<file path="src/rtl/core/w2u_pkg.sv">
// ----------------------------------------------------------------------------
// w2u_pkg
// Types, constants and lookup functions shared by the transcoder modules.
// ----------------------------------------------------------------------------
`default_nettype none

package w2u_pkg;

   localparam int RUN_IDX_W = 3;

   localparam logic [15:0] CP_REPLACEMENT = 16'hFFFD;
   localparam logic [15:0] CP_TWO_BYTE_LIMIT = 16'h0800;
   localparam logic [7:0] BYTE_C1_LIMIT = 8'hA0;

   typedef enum logic [1:0] {
      RUN_ASCII,
      RUN_NULL,
      RUN_TWO,
      RUN_THREE
   } run_kind_type;

   // one classified input byte: what kind of run, its encoded bytes and the end flag
   typedef struct packed {
      run_kind_type    kind;
      logic [2:0][7:0] bytes;
      logic            eos;
   } run_desc_type;

   typedef struct packed {
      logic full;
      logic empty;
   } queue_status_type;

   function automatic logic [RUN_IDX_W-1:0] run_length(input run_kind_type kind);
      logic [RUN_IDX_W-1:0] len;
      case (kind)
         RUN_ASCII: len = RUN_IDX_W'(1);
         RUN_NULL:  len = RUN_IDX_W'(6);
         RUN_TWO:   len = RUN_IDX_W'(2);
         RUN_THREE: len = RUN_IDX_W'(3);
         default:   len = RUN_IDX_W'(1);
      endcase
      return len;
   endfunction

   // backslash, u, 0, 0, 0, 0
   function automatic logic [7:0] null_escape_byte(input logic [RUN_IDX_W-1:0] idx);
      logic [7:0] b;
      case (idx)
         RUN_IDX_W'(0): b = 8'h5C;
         RUN_IDX_W'(1): b = 8'h75;
         default:       b = 8'h30;
      endcase
      return b;
   endfunction

   // code points for 0x80..0x9F
   function automatic logic [15:0] c1_code_point(input logic [4:0] low);
      logic [15:0] cp;
      case (low)
         5'h00: cp = 16'h20AC;
         5'h01: cp = CP_REPLACEMENT;
         5'h02: cp = 16'h201A;
         5'h03: cp = 16'h0192;
         5'h04: cp = 16'h201E;
         5'h05: cp = 16'h2026;
         5'h06: cp = 16'h2020;
         5'h07: cp = 16'h2021;
         5'h08: cp = 16'h02C6;
         5'h09: cp = 16'h2030;
         5'h0A: cp = 16'h0160;
         5'h0B: cp = 16'h2039;
         5'h0C: cp = 16'h0152;
         5'h0D: cp = CP_REPLACEMENT;
         5'h0E: cp = 16'h017D;
         5'h0F: cp = CP_REPLACEMENT;
         5'h10: cp = CP_REPLACEMENT;
         5'h11: cp = 16'h2018;
         5'h12: cp = 16'h2019;
         5'h13: cp = 16'h201C;
         5'h14: cp = 16'h201D;
         5'h15: cp = 16'h2022;
         5'h16: cp = 16'h2013;
         5'h17: cp = 16'h2014;
         5'h18: cp = 16'h02DC;
         5'h19: cp = 16'h2122;
         5'h1A: cp = 16'h0161;
         5'h1B: cp = 16'h203A;
         5'h1C: cp = 16'h0153;
         5'h1D: cp = CP_REPLACEMENT;
         5'h1E: cp = 16'h017E;
         5'h1F: cp = 16'h0178;
         default: cp = CP_REPLACEMENT;
      endcase
      return cp;
   endfunction

endpackage

`default_nettype wire

</file>
<file path="src/rtl/core/w2u_if.sv">
// ----------------------------------------------------------------------------
// w2u_req_if / w2u_rsp_if
// Valid/ready channels for input bytes and for UTF-8 output bytes.
// ----------------------------------------------------------------------------
`default_nettype none

interface w2u_req_if;
   logic       valid;
   logic       ready;
   logic [7:0] in_byte;
   logic       end_of_string;

   modport source (output valid, output in_byte, output end_of_string, input ready);
   modport sink (input valid, input in_byte, input end_of_string, output ready);
endinterface

interface w2u_rsp_if;
   logic       valid;
   logic       ready;
   logic [7:0] out_byte;
   logic       last_of_run;
   logic       string_done;

   modport source (output valid, output out_byte, output last_of_run, output string_done,
                   input ready);
   modport sink (input valid, input out_byte, input last_of_run, input string_done,
                 output ready);
endinterface

`default_nettype wire

</file>
<file path="src/rtl/core/w2u_front.sv">
// ----------------------------------------------------------------------------
// w2u_front
// Accepts input bytes, maps them to code points and encodes them as a run.
// ----------------------------------------------------------------------------
`default_nettype none

module w2u_front (
   w2u_req_if.sink                  req_chan,
   input  w2u_pkg::queue_status_type q_stat,
   output logic                     push,
   output w2u_pkg::run_desc_type    push_data
);

   logic [15:0] cp;

   always_comb begin
      req_chan.ready = !q_stat.full;
      push = req_chan.valid && !q_stat.full;
   end

   always_comb begin
      if (req_chan.in_byte < w2u_pkg::BYTE_C1_LIMIT) begin
         cp = w2u_pkg::c1_code_point(req_chan.in_byte[4:0]);
      end else begin
         cp = {8'h00, req_chan.in_byte};
      end

      push_data.eos = req_chan.end_of_string;
      push_data.bytes = '0;
      if (req_chan.in_byte == 8'h00) begin
         push_data.kind = w2u_pkg::RUN_NULL;
      end else if (!req_chan.in_byte[7]) begin
         push_data.kind = w2u_pkg::RUN_ASCII;
         push_data.bytes[0] = req_chan.in_byte;
      end else if (cp < w2u_pkg::CP_TWO_BYTE_LIMIT) begin
         push_data.kind = w2u_pkg::RUN_TWO;
         push_data.bytes[0] = {3'b110, cp[10:6]};
         push_data.bytes[1] = {2'b10, cp[5:0]};
      end else begin
         push_data.kind = w2u_pkg::RUN_THREE;
         push_data.bytes[0] = {4'b1110, cp[15:12]};
         push_data.bytes[1] = {2'b10, cp[11:6]};
         push_data.bytes[2] = {2'b10, cp[5:0]};
      end
   end

endmodule

`default_nettype wire

</file>
<file path="src/rtl/core/w2u_queue.sv">
// ----------------------------------------------------------------------------
// w2u_queue
// Short FIFO of encoded runs between the front and back parts.
// ----------------------------------------------------------------------------
`default_nettype none

module w2u_queue #(
   parameter int DEPTH = 4
) (
   input  logic                       clock,
   input  logic                       reset,
   input  logic                       push,
   input  w2u_pkg::run_desc_type      push_data,
   input  logic                       pop,
   output w2u_pkg::run_desc_type      head_data,
   output w2u_pkg::queue_status_type  q_stat
);

   localparam int PTR_W = $clog2(DEPTH);
   localparam int CNT_W = $clog2(DEPTH + 1);

   w2u_pkg::run_desc_type mem_ff [DEPTH];
   logic [PTR_W-1:0] wr_ptr_ff, wr_ptr_in;
   logic [PTR_W-1:0] rd_ptr_ff, rd_ptr_in;
   logic [CNT_W-1:0] count_ff, count_in;

   always_comb begin
      wr_ptr_in = wr_ptr_ff;
      rd_ptr_in = rd_ptr_ff;
      count_in = count_ff;
      if (push) begin
         wr_ptr_in = (wr_ptr_ff == PTR_W'(DEPTH - 1)) ? '0 : wr_ptr_ff + PTR_W'(1);
      end
      if (pop) begin
         rd_ptr_in = (rd_ptr_ff == PTR_W'(DEPTH - 1)) ? '0 : rd_ptr_ff + PTR_W'(1);
      end
      if (push && !pop) begin
         count_in = count_ff + CNT_W'(1);
      end else if (pop && !push) begin
         count_in = count_ff - CNT_W'(1);
      end
   end

   always_ff @(posedge clock) begin
      if (reset) begin
         wr_ptr_ff <= '0;
         rd_ptr_ff <= '0;
         count_ff <= '0;
      end else begin
         wr_ptr_ff <= wr_ptr_in;
         rd_ptr_ff <= rd_ptr_in;
         count_ff <= count_in;
      end
   end

   always_ff @(posedge clock) begin
      if (push) begin
         mem_ff[wr_ptr_ff] <= push_data;
      end
   end

   always_comb begin
      head_data = mem_ff[rd_ptr_ff];
      q_stat.full = (count_ff == CNT_W'(DEPTH));
      q_stat.empty = (count_ff == '0);
   end

endmodule

`default_nettype wire

</file>
<file path="src/rtl/core/w2u_back.sv">
// ----------------------------------------------------------------------------
// w2u_back
// Sends runs from the queue one byte per cycle while the output is ready.
// ----------------------------------------------------------------------------
`default_nettype none

module w2u_back (
   input  logic                      clock,
   input  logic                      reset,
   input  w2u_pkg::run_desc_type     head_data,
   input  w2u_pkg::queue_status_type q_stat,
   output logic                      pop,
   w2u_rsp_if.source                 rsp_chan
);

   localparam int IW = w2u_pkg::RUN_IDX_W;

   logic                  active_ff, active_in;
   w2u_pkg::run_desc_type desc_ff, desc_in;
   logic [IW-1:0]         idx_ff, idx_in;
   logic                  fire;
   logic                  is_last;
   logic                  load;
   logic [7:0]            byte_sel;

   always_comb begin
      fire = active_ff && rsp_chan.ready;
      is_last = (idx_ff == w2u_pkg::run_length(desc_ff.kind) - IW'(1));
      // take the next run once the current one has sent its final byte
      load = !active_ff || (fire && is_last);
      pop = load && !q_stat.empty;

      active_in = active_ff;
      desc_in = desc_ff;
      idx_in = idx_ff;
      if (pop) begin
         active_in = 1'b1;
         desc_in = head_data;
         idx_in = '0;
      end else if (load) begin
         active_in = 1'b0;
      end else if (fire) begin
         idx_in = idx_ff + IW'(1);
      end
   end

   always_ff @(posedge clock) begin
      if (reset) begin
         active_ff <= 1'b0;
         idx_ff <= '0;
      end else begin
         active_ff <= active_in;
         idx_ff <= idx_in;
      end
   end

   always_ff @(posedge clock) begin
      desc_ff <= desc_in;
   end

   always_comb begin
      if (desc_ff.kind == w2u_pkg::RUN_NULL) begin
         byte_sel = w2u_pkg::null_escape_byte(idx_ff);
      end else begin
         case (idx_ff)
            IW'(0):  byte_sel = desc_ff.bytes[0];
            IW'(1):  byte_sel = desc_ff.bytes[1];
            default: byte_sel = desc_ff.bytes[2];
         endcase
      end
   end

   always_comb begin
      rsp_chan.valid = active_ff;
      rsp_chan.out_byte = byte_sel;
      rsp_chan.last_of_run = is_last;
      rsp_chan.string_done = is_last && desc_ff.eos;
   end

endmodule

`default_nettype wire

</file>
<file path="src/rtl/core/win1252_to_utf8_transcoder.sv">
// ----------------------------------------------------------------------------
// win1252_to_utf8_transcoder
// Windows-1252 byte stream to UTF-8 byte stream converter.
// ----------------------------------------------------------------------------
// Each accepted byte becomes a run of output bytes: 1 for 0x01..0x7F, 2 or 3
// for 0x80..0xFF (undefined codes give EF BF BD), and the 6-byte escape "\u0000"
// for a zero byte. The last byte of a run carries last_of_run, and string_done
// when the input byte had end_of_string. Output goes one byte per cycle while
// rsp_chan is ready, so plain ASCII streams through at one byte per cycle. The
// first output byte is driven from the back part's run register, which loads
// from the queue entry that the input transfer writes. A QUEUE_DEPTH-entry
// queue of encoded runs sits between the input side and the output serializer,
// so input keeps flowing while a long run drains, until the queue is full.
`default_nettype none

module win1252_to_utf8_transcoder #(
   parameter int QUEUE_DEPTH = 4
) (
   input  logic       clock,
   input  logic       reset,
   w2u_req_if.sink    req_chan,
   w2u_rsp_if.source  rsp_chan
);

   logic                      q_push;
   logic                      q_pop;
   w2u_pkg::run_desc_type     q_push_data;
   w2u_pkg::run_desc_type     q_head_data;
   w2u_pkg::queue_status_type q_stat;

   w2u_front u_front (
      .req_chan  (req_chan),
      .q_stat    (q_stat),
      .push      (q_push),
      .push_data (q_push_data)
   );

   w2u_queue #(
      .DEPTH (QUEUE_DEPTH)
   ) u_queue (
      .clock     (clock),
      .reset     (reset),
      .push      (q_push),
      .push_data (q_push_data),
      .pop       (q_pop),
      .head_data (q_head_data),
      .q_stat    (q_stat)
   );

   w2u_back u_back (
      .clock     (clock),
      .reset     (reset),
      .head_data (q_head_data),
      .q_stat    (q_stat),
      .pop       (q_pop),
      .rsp_chan  (rsp_chan)
   );

   a_done_on_last: assert property (@(posedge clock) disable iff (reset)
      rsp_chan.valid && rsp_chan.string_done |-> rsp_chan.last_of_run)
      else $error("string_done without last_of_run");

   a_run_continues: assert property (@(posedge clock) disable iff (reset)
      rsp_chan.valid && rsp_chan.ready && !rsp_chan.last_of_run |=> rsp_chan.valid)
      else $error("run stalled before its last byte");

   a_idle_latency: assert property (@(posedge clock) disable iff (reset)
      req_chan.valid && req_chan.ready && q_stat.empty && !rsp_chan.valid
      |-> ##2 rsp_chan.valid)
      else $error("accepted byte did not reach the output in two cycles");

endmodule

`default_nettype wire

</file>
<file path="src/flat_wrapper.sv">
// flat-port wrapper written by rule: the top's interface ports become plain ports
module win1252_to_utf8_transcoder_flat 
#(
   parameter int QUEUE_DEPTH = 4
)
  (clock, reset, req_chan_valid, req_chan_in_byte, req_chan_end_of_string, req_chan_ready, rsp_chan_valid, rsp_chan_out_byte, rsp_chan_last_of_run, rsp_chan_string_done, rsp_chan_ready);
  w2u_req_if req_chan_i ();
  w2u_rsp_if rsp_chan_i ();
  input  logic clock;
  input  logic reset;
  input wire logic [$bits(req_chan_i.valid)-1:0] req_chan_valid;
  input wire logic [$bits(req_chan_i.in_byte)-1:0] req_chan_in_byte;
  input wire logic [$bits(req_chan_i.end_of_string)-1:0] req_chan_end_of_string;
  output wire logic [$bits(req_chan_i.ready)-1:0] req_chan_ready;
  output wire logic [$bits(rsp_chan_i.valid)-1:0] rsp_chan_valid;
  output wire logic [$bits(rsp_chan_i.out_byte)-1:0] rsp_chan_out_byte;
  output wire logic [$bits(rsp_chan_i.last_of_run)-1:0] rsp_chan_last_of_run;
  output wire logic [$bits(rsp_chan_i.string_done)-1:0] rsp_chan_string_done;
  input wire logic [$bits(rsp_chan_i.ready)-1:0] rsp_chan_ready;
  assign req_chan_i.valid = req_chan_valid;
  assign req_chan_i.in_byte = req_chan_in_byte;
  assign req_chan_i.end_of_string = req_chan_end_of_string;
  assign req_chan_ready = req_chan_i.ready;
  assign rsp_chan_valid = rsp_chan_i.valid;
  assign rsp_chan_out_byte = rsp_chan_i.out_byte;
  assign rsp_chan_last_of_run = rsp_chan_i.last_of_run;
  assign rsp_chan_string_done = rsp_chan_i.string_done;
  assign rsp_chan_i.ready = rsp_chan_ready;
  win1252_to_utf8_transcoder #(.QUEUE_DEPTH(QUEUE_DEPTH)) u_core (.clock(clock), .reset(reset), .req_chan(req_chan_i), .rsp_chan(rsp_chan_i));
endmodule
</file>
<file path="config.mk">
export PLATFORM = sky130hd
export DESIGN_NAME = win1252_to_utf8_transcoder_flat
export DESIGN_NICKNAME = d
export VERILOG_FILES = /design/src/rtl/core/w2u_pkg.sv /design/src/rtl/core/w2u_if.sv /design/src/rtl/core/w2u_front.sv /design/src/rtl/core/w2u_queue.sv /design/src/rtl/core/w2u_back.sv /design/src/rtl/core/win1252_to_utf8_transcoder.sv /design/src/flat_wrapper.sv
export SDC_FILE = /design/constraint.sdc
export NUM_CORES = 1
export LEC_CHECK = 0
export BUFFER_PORTS_ARGS = -buffer_cell sky130_fd_sc_hd__buf_2
export CAP_MARGIN = 5
export CELL_PAD_IN_SITES_DETAIL_PLACEMENT = 1
export CELL_PAD_IN_SITES_GLOBAL_PLACEMENT = 2
export CORE_MARGIN = 10
export CORE_UTILIZATION = 48
export DETAILED_ROUTE_END_ITERATION = 10
export GPL_TIMING_DRIVEN = 0
export HOLD_SLACK_MARGIN = 0.03
export PLACE_DENSITY_LB_ADDON = 0.1
export SETUP_SLACK_MARGIN = 0.02
export SLEW_MARGIN = 10
export SYNTH_ARGS = -nofsm -noshare
export SYNTH_HDL_FRONTEND = slang
export SYNTH_SLANG_ARGS = --single-unit
</file>
<file path="constraint.sdc">
create_clock -name clock -period 6.1 [get_ports clock]
set_clock_uncertainty 0.1 [all_clocks]
set_input_delay 0 -clock clock [delete_from_list [all_inputs] [get_ports clock]]
set_output_delay 0 -clock clock [all_outputs]
set_load 0.01 [all_outputs]
</file>
Word level (Yosys, flattened, before mapping)
Memories as Yosys holds them, arrays and structs flattened. A register that Yosys moved wholly into a read port is not among the register bits.
Cells that the tools add are included.
{"block": "word_totals", "reg_bits": 11, "latch_bits": 0, "mem_bits_rw": 108, "mem_bits_ro": 512, "out_inout_bits": 12, "wordCells": 66, "mem_count": 2}
{"name": "(name not given)", "words": 32, "word_bits": 16, "read_ports": 1, "rd_ports_with_merged_regs": 0, "write_ports": 0, "line_no": "w2u_pkg.sv:60", "rtl": "case (low)"}
{"name": "u_core.u_queue.mem_ff", "words": 4, "word_bits": 27, "read_ports": 1, "rd_ports_with_merged_regs": 1, "write_ports": 1, "line_no": "w2u_queue.sv:22", "rtl": "w2u_pkg::run_desc_type mem_ff [DEPTH];"}
{"block": "op_classes", "n_addsub": 6, "n_mul": 0, "div_mod_pow": 0, "n_lt_le_gt_ge": 2, "n_eq_ne": 8, "shift": 0, "muxes": 21, "bitwise": 1, "reduce_logical": 21}
{"cell": "$mux W16", "count": 2}
{"cell": "$mux W24", "count": 1}
{"cell": "$mux W8", "count": 3}
{"cell": "$lt A16 B12 Y1 const B", "count": 1}
{"cell": "$pmux W8 S2", "count": 1}
{"cell": "$mux W14", "count": 1}
{"cell": "$pmux W7 S2", "count": 1}
{"cell": "$pmux W3 S4", "count": 1}
{"cell": "$eq A2 B2 Y1 const B", "count": 4}
{"cell": "$logic_not A8 Y1", "count": 1}
{"cell": "$lt A8 B8 Y1 const B", "count": 1}
{"cell": "$mux W2", "count": 4}
{"cell": "$logic_and A1 B1 Y1", "count": 7}
{"cell": "$add A3 B1 Y3 const B", "count": 2}
{"cell": "$logic_not A3 Y1", "count": 2}
{"cell": "$mux W3", "count": 2}
{"cell": "$sub A3 B1 Y3 const B", "count": 2}
{"cell": "$logic_not A1 Y1", "count": 5}
{"cell": "$mux W1", "count": 5}
{"cell": "$add A2 B1 Y2 const B", "count": 2}
{"cell": "$reduce_bool A2 Y1", "count": 2}
{"cell": "$eq A3 B1 Y1 const B", "count": 1}
{"cell": "$eq A3 B3 Y1", "count": 1}
{"cell": "$eq A3 B3 Y1 const B", "count": 1}
{"cell": "other kinds (6)", "count": 6}

Logic depth before layout (Yosys ltp)
{"block": "logic_depth", "ltp_word": 10, "depth_mapped": 12}

Hierarchy
From an unflattened synthesis, not the netlist that was laid out.
{"block": "hier_totals", "cells_unflattened": 445, "area_unflattened_um2": 6797.8}
{"module": "w2u_queue", "n_inst": 1, "cells_each": 185, "area_each_um2": 4384.2}
{"module": "w2u_back", "n_inst": 1, "cells_each": 99, "area_each_um2": 1347.5}
{"module": "w2u_front", "n_inst": 1, "cells_each": 161, "area_each_um2": 1066.0}

Worst setup path before layout
Ideal clock, no wire load.
{"block": "synth_path", "path_kind": "reg-to-reg", "start": "register, netlist name u_core.u_back.desc_ff[25]", "end": "register u_core.u_queue.count_ff[2]", "arrival_time_ns": 2.684, "t_required_ns": 5.929, "path_slack_ns": 3.246, "stages_incl_launch_ff": 12, "n_path_buf": 0, "synth_period_minus_slack_ns": 2.854, "cell_sequence": "edfxtp_1 -> ha_1 -> xor2_1 -> nand4_2 -> a21oi_4 -> inv_1 -> ha_1 -> inv_1 -> fa_1 -> xor2_1 -> or3_1 -> a21oi_1"}
{"block": "synth_between", "elab_chain_len": 10, "elab_cells_between_ends": 15, "classes_between": "add/sub (1); eq/ne (4); mux (2); reduce/logical (8)"}
{"item": "$eq A2 B2 Y1, or another cell as far along", "line_no": "w2u_pkg.sv:36", "rtl": "case (kind)"}
{"item": "$pmux W3 S4 *", "line_no": "w2u_pkg.sv:36"}
{"item": "$sub A3 B1 Y3 *", "line_no": "w2u_back.sv:28", "rtl": "is_last = (idx_ff == w2u_pkg::run_length(desc_ff.kind) - IW'(1));"}
{"item": "$eq A3 B3 Y1 *", "line_no": "w2u_back.sv:28"}
{"item": "$logic_and A1 B1 Y1 *", "line_no": "w2u_back.sv:30", "rtl": "load = !active_ff || (fire && is_last);"}
{"item": "$logic_or A1 B1 Y1 *", "line_no": "w2u_back.sv:30"}
{"item": "$logic_and A1 B1 Y1 *", "line_no": "w2u_back.sv:31", "rtl": "pop = load && !q_stat.empty;"}
{"item": "via u_core.q_pop", "line_no": "win1252_to_utf8_transcoder.sv:26", "rtl": "logic q_pop;"}
{"item": "$logic_not A1 Y1", "line_no": "w2u_queue.sv:37", "rtl": "if (push && !pop) begin"}
{"item": "$logic_and A1 B1 Y1", "line_no": "w2u_queue.sv:37"}
{"item": "$mux W3 or $reduce_bool A2 Y1 (tied branches)"}
{"item": "end signal: assignment", "line_no": "w2u_queue.sv:52", "rtl": "count_ff <= count_in;"}
{"item": "end: declaration", "line_no": "w2u_queue.sv:25", "rtl": "logic [CNT_W-1:0] count_ff, count_in;"}
The timed path passes the listed nets; every way through them passes the cells marked *.
A chain may end at the register's enable or synchronous reset.

==> flow_metrics.tcl <==
set metrics [dict create \
    synth_edf_count 115 \
    routed-via-count 3483 \
    cts.sinks 126 \
    synthCells 406 \
    num_rows 40 \
    pwr-share-seq 0.421 \
    clkTransAtPathRegs_ps 50 \
    period_needed_ps 3326 \
    async_reset_ff_frac 0 \
    cts_setup_buffers 0 \
    synthFlopType "edfxtp_1" \
    start_util 0.4881 \
    grt_max_degree 30 \
    layout_common_cells "115 x edfxtp_1, 33 x buf_2, 28 x nand2_1" \
    crit_path_end_kind "flip-flop" \
    finalNetCount 487 \
    relSlewSlack 0.3684 \
    maxSlewViolCount 0 \
    finalSetupViolations 0 \
    synth_nets 440 \
    dieArea_sq_um 16970 \
    r2r-start "u_core.u_back.desc_ff[16]$_DFFE_PP_" \
    status "finished, final reports clean" \
    path_max_fanout 29 \
    swShare 0.2988 \
    worstHoldStart "req_chan_in_byte[1]" \
    ys_types 54 \
    yosysWarnings 0 \
    cts_buffer_depth 2 \
    final_common_cell "edfxtp_1" \
    cap_violations 0 \
    dp_hpwl_um 8978 \
    clock_latency_ps 410 \
    hold_depth 3 \
    fin_setup_tns_ps 0 \
    power_leakage_nw 2.416 \
    peakVddDrop_mv 0.1953 \
    numPortBuffers 21 \
    grt_pass1_vias 3685 \
    drtIter0Drc 267 \
    grt_setup_unrepaired "false" \
    fill_cells 1176 \
    worst_pin_slew_ps 945.3 \
    cp.required_ps 6340 \
    seq_area_frac_synth 0.6292 \
    hold_path_class "primary input to flip-flop" \
    pin_count 25 \
    cts_tree "yes" \
    area_growth_pct 15.37 \
    cts_buffers 17 \
    antenna_cells 0 \
    min_to "u_core.u_queue.mem_ff[1][2]$_DFFE_PP_" \
    p_switching_mw 0.8748 \
    grt.overflow.total 0 \
    ff2ff_setup_slack_ps 2770 \
    power_density_nw_per_um2 434.6 \
    internal_power_mw 2.052 \
    worst-r2r-cell-count 12 \
    ant_nets 0 \
    synth_area_sq_um 5838 \
    die_w_um 130.3 \
    via_per_inst 5.682 \
    power_frac_comb 0.272 \
    drc_errors 0 \
    die_h_um 130.3 \
    first_pass_iters 5 \
    finalHoldViolations 0 \
    root_buffer "clkbuf_16" \
    p_clk_frac 0.307 \
    htreeDepth 4 \
    critPathArrivalTime_ps 3560 \
    fin_hold_ws_ps 85.93 \
    ctsResizeCount 0 \
    track_usage 0.1638 \
    syn_area_per_cell_sq_um 14.38 \
    detail_route.wl_per_cell_um 21.06 \
    synth_seq_cells 126 \
    multi_input_area_sq_um 1974 \
    core_sq_um 11960 \
    grt_first_pass_wirelength_um 20710 \
    regArea_sq_um 3674 \
    routed_wl_um 12910 \
    drive_above_1_share 0.2253 \
    antenna_found_initial 0 \
    rr_endpoint "u_core.u_queue.count_ff[2]$_SDFFE_PP0P_" \
    crit_type "flip-flop to flip-flop" \
    clock.fmax_mhz 300.7 \
    fin_crit_sh 0.5452 \
    place.gp.congestion 0.8583 \
    start_kind "flip-flop" \
]
[power groups by stage]
stage	Clock, mW	Sequential, mW	Combinational, mW
after CTS	0.914	1.24	0.812
after global placement	0	1.24	0.786
after global routing	0.954	1.25	0.881
after detailed placement	0	1.25	0.804
after floorplan	0	1.22	0.572
final	0.899	1.23	0.795
[cells in the mapped netlist (4+ instances only)]
library cell,instances,area (sq um)
edfxtp_1,115,3453
nand2_1,28,105.1
nor2_1,27,101.4
mux4_2,23,518.0
o21ai_0,21,105.1
ha_1,20,250.2
inv_1,15,56.30
a21oi_1,12,60.06
buf_2,12,60.06
dfxtp_1,11,220.2
nor2b_1,10,62.56
clkbuf_1,9,33.78
mux2i_1,8,80.08
nor3_1,8,40.04
and3_1,7,43.79
a31oi_1,6,37.54
a22oi_1,5,37.54
nand2b_1,5,31.28
o211ai_1,5,37.54
xor2_1,4,35.03
[metal layers]
metal  up-vias  track usage  part of all wire
met5         -            0                 0
met4         0      0.06085             0.016
met3        15      0.03813             0.043
met2        86       0.2636              0.49
met1      1742       0.2117              0.45
li1       1640            -                 -
[critical path, cell delays in order (launching register included)]
cell	delay, ps
edfxtp_1	440
inv_1	110
ha_1	240
xor2_1	230
nand4_2	200
a21oi_4	790
inv_1	110
ha_1	260
inv_1	80
fa_1	190
xor2_1	80
or3_1	300
a21oi_1	130
[registers in the layout, indices dropped and copies added (netlist names)]
signal,cells
u_core.u_queue.mem_ff,92
u_core.u_back.desc_ff,23
u_core.u_queue.rd_ptr_ff,2
u_core.u_back.rsp_chan.valid,1
u_core.u_back.idx_ff,3
u_core.u_queue.count_ff,3
u_core.u_queue.wr_ptr_ff,2
[metrics by stage]
stage / instances / worst slack, ps / instance area, sq um / util / power [mW]
after global placement: 574 / 2871 / 6127 / 0.5122 / 2.025
after floorplan: 406 / 3246 / 5838 / - / 1.794
after detailed placement: 574 / 2756 / 6127 / 0.5122 / 2.056
final: 613 / 2774 / 6735 / 0.5631 / 2.927
after global routing: 613 / 2498 / 6735 / 0.5631 / 3.086
after CTS: 613 / 2727 / 6730 / 0.5627 / 2.962
[repair_timing]
item / CTS / global route
hold buffers: 7 / 0
hold endpoints to repair: 19 / 0
endpoints found under the setup margin: 0 / 0
[logic make-up (layout without fill, tap and decap cells)]
logic type | Yosys count | after routing | share of synthesized area
compound gates | 76 | 76 | 0.08809
xor+xnor | 7 | 7 | 0.01050
flops | 126 | 126 | 0.6292
simple gates | 102 | 102 | 0.08616
mux | 33 | 33 | 0.1063
fa+ha+maj | 21 | 21 | 0.04629
buf+inv | 41 | 101 | 0.03343
[how the worst max path moves through the flow]
stage | startpoint | end
after detailed placement | u_core.u_back.desc_ff[16]$_DFFE_PP_ | u_core.u_queue.count_ff[2]$_SDFFE_PP0P_
after global placement | u_core.u_back.desc_ff[16]$_DFFE_PP_ | u_core.u_queue.count_ff[2]$_SDFFE_PP0P_
after floorplan | u_core.u_back.desc_ff[25]$_DFFE_PP_ | u_core.u_queue.count_ff[2]$_SDFFE_PP0P_
final | u_core.u_back.desc_ff[16]$_DFFE_PP_ | u_core.u_queue.count_ff[2]$_SDFFE_PP0P_
after CTS | u_core.u_back.desc_ff[16]$_DFFE_PP_ | u_core.u_queue.count_ff[2]$_SDFFE_PP0P_
after global routing | u_core.u_back.desc_ff[16]$_DFFE_PP_ | u_core.u_queue.count_ff[2]$_SDFFE_PP0P_
[cell type report]
cell class	instances	area share
sequential	126	0.5454
multi-input combinational	239	0.2931
clock buffer	19	0.06428
tap	147	0.02731
timing repair buffer	28	0.02601
buffer	25	0.02006
clock inverter	13	0.01486
inverter	16	0.008917
Power figures use the tool's default switching activity.
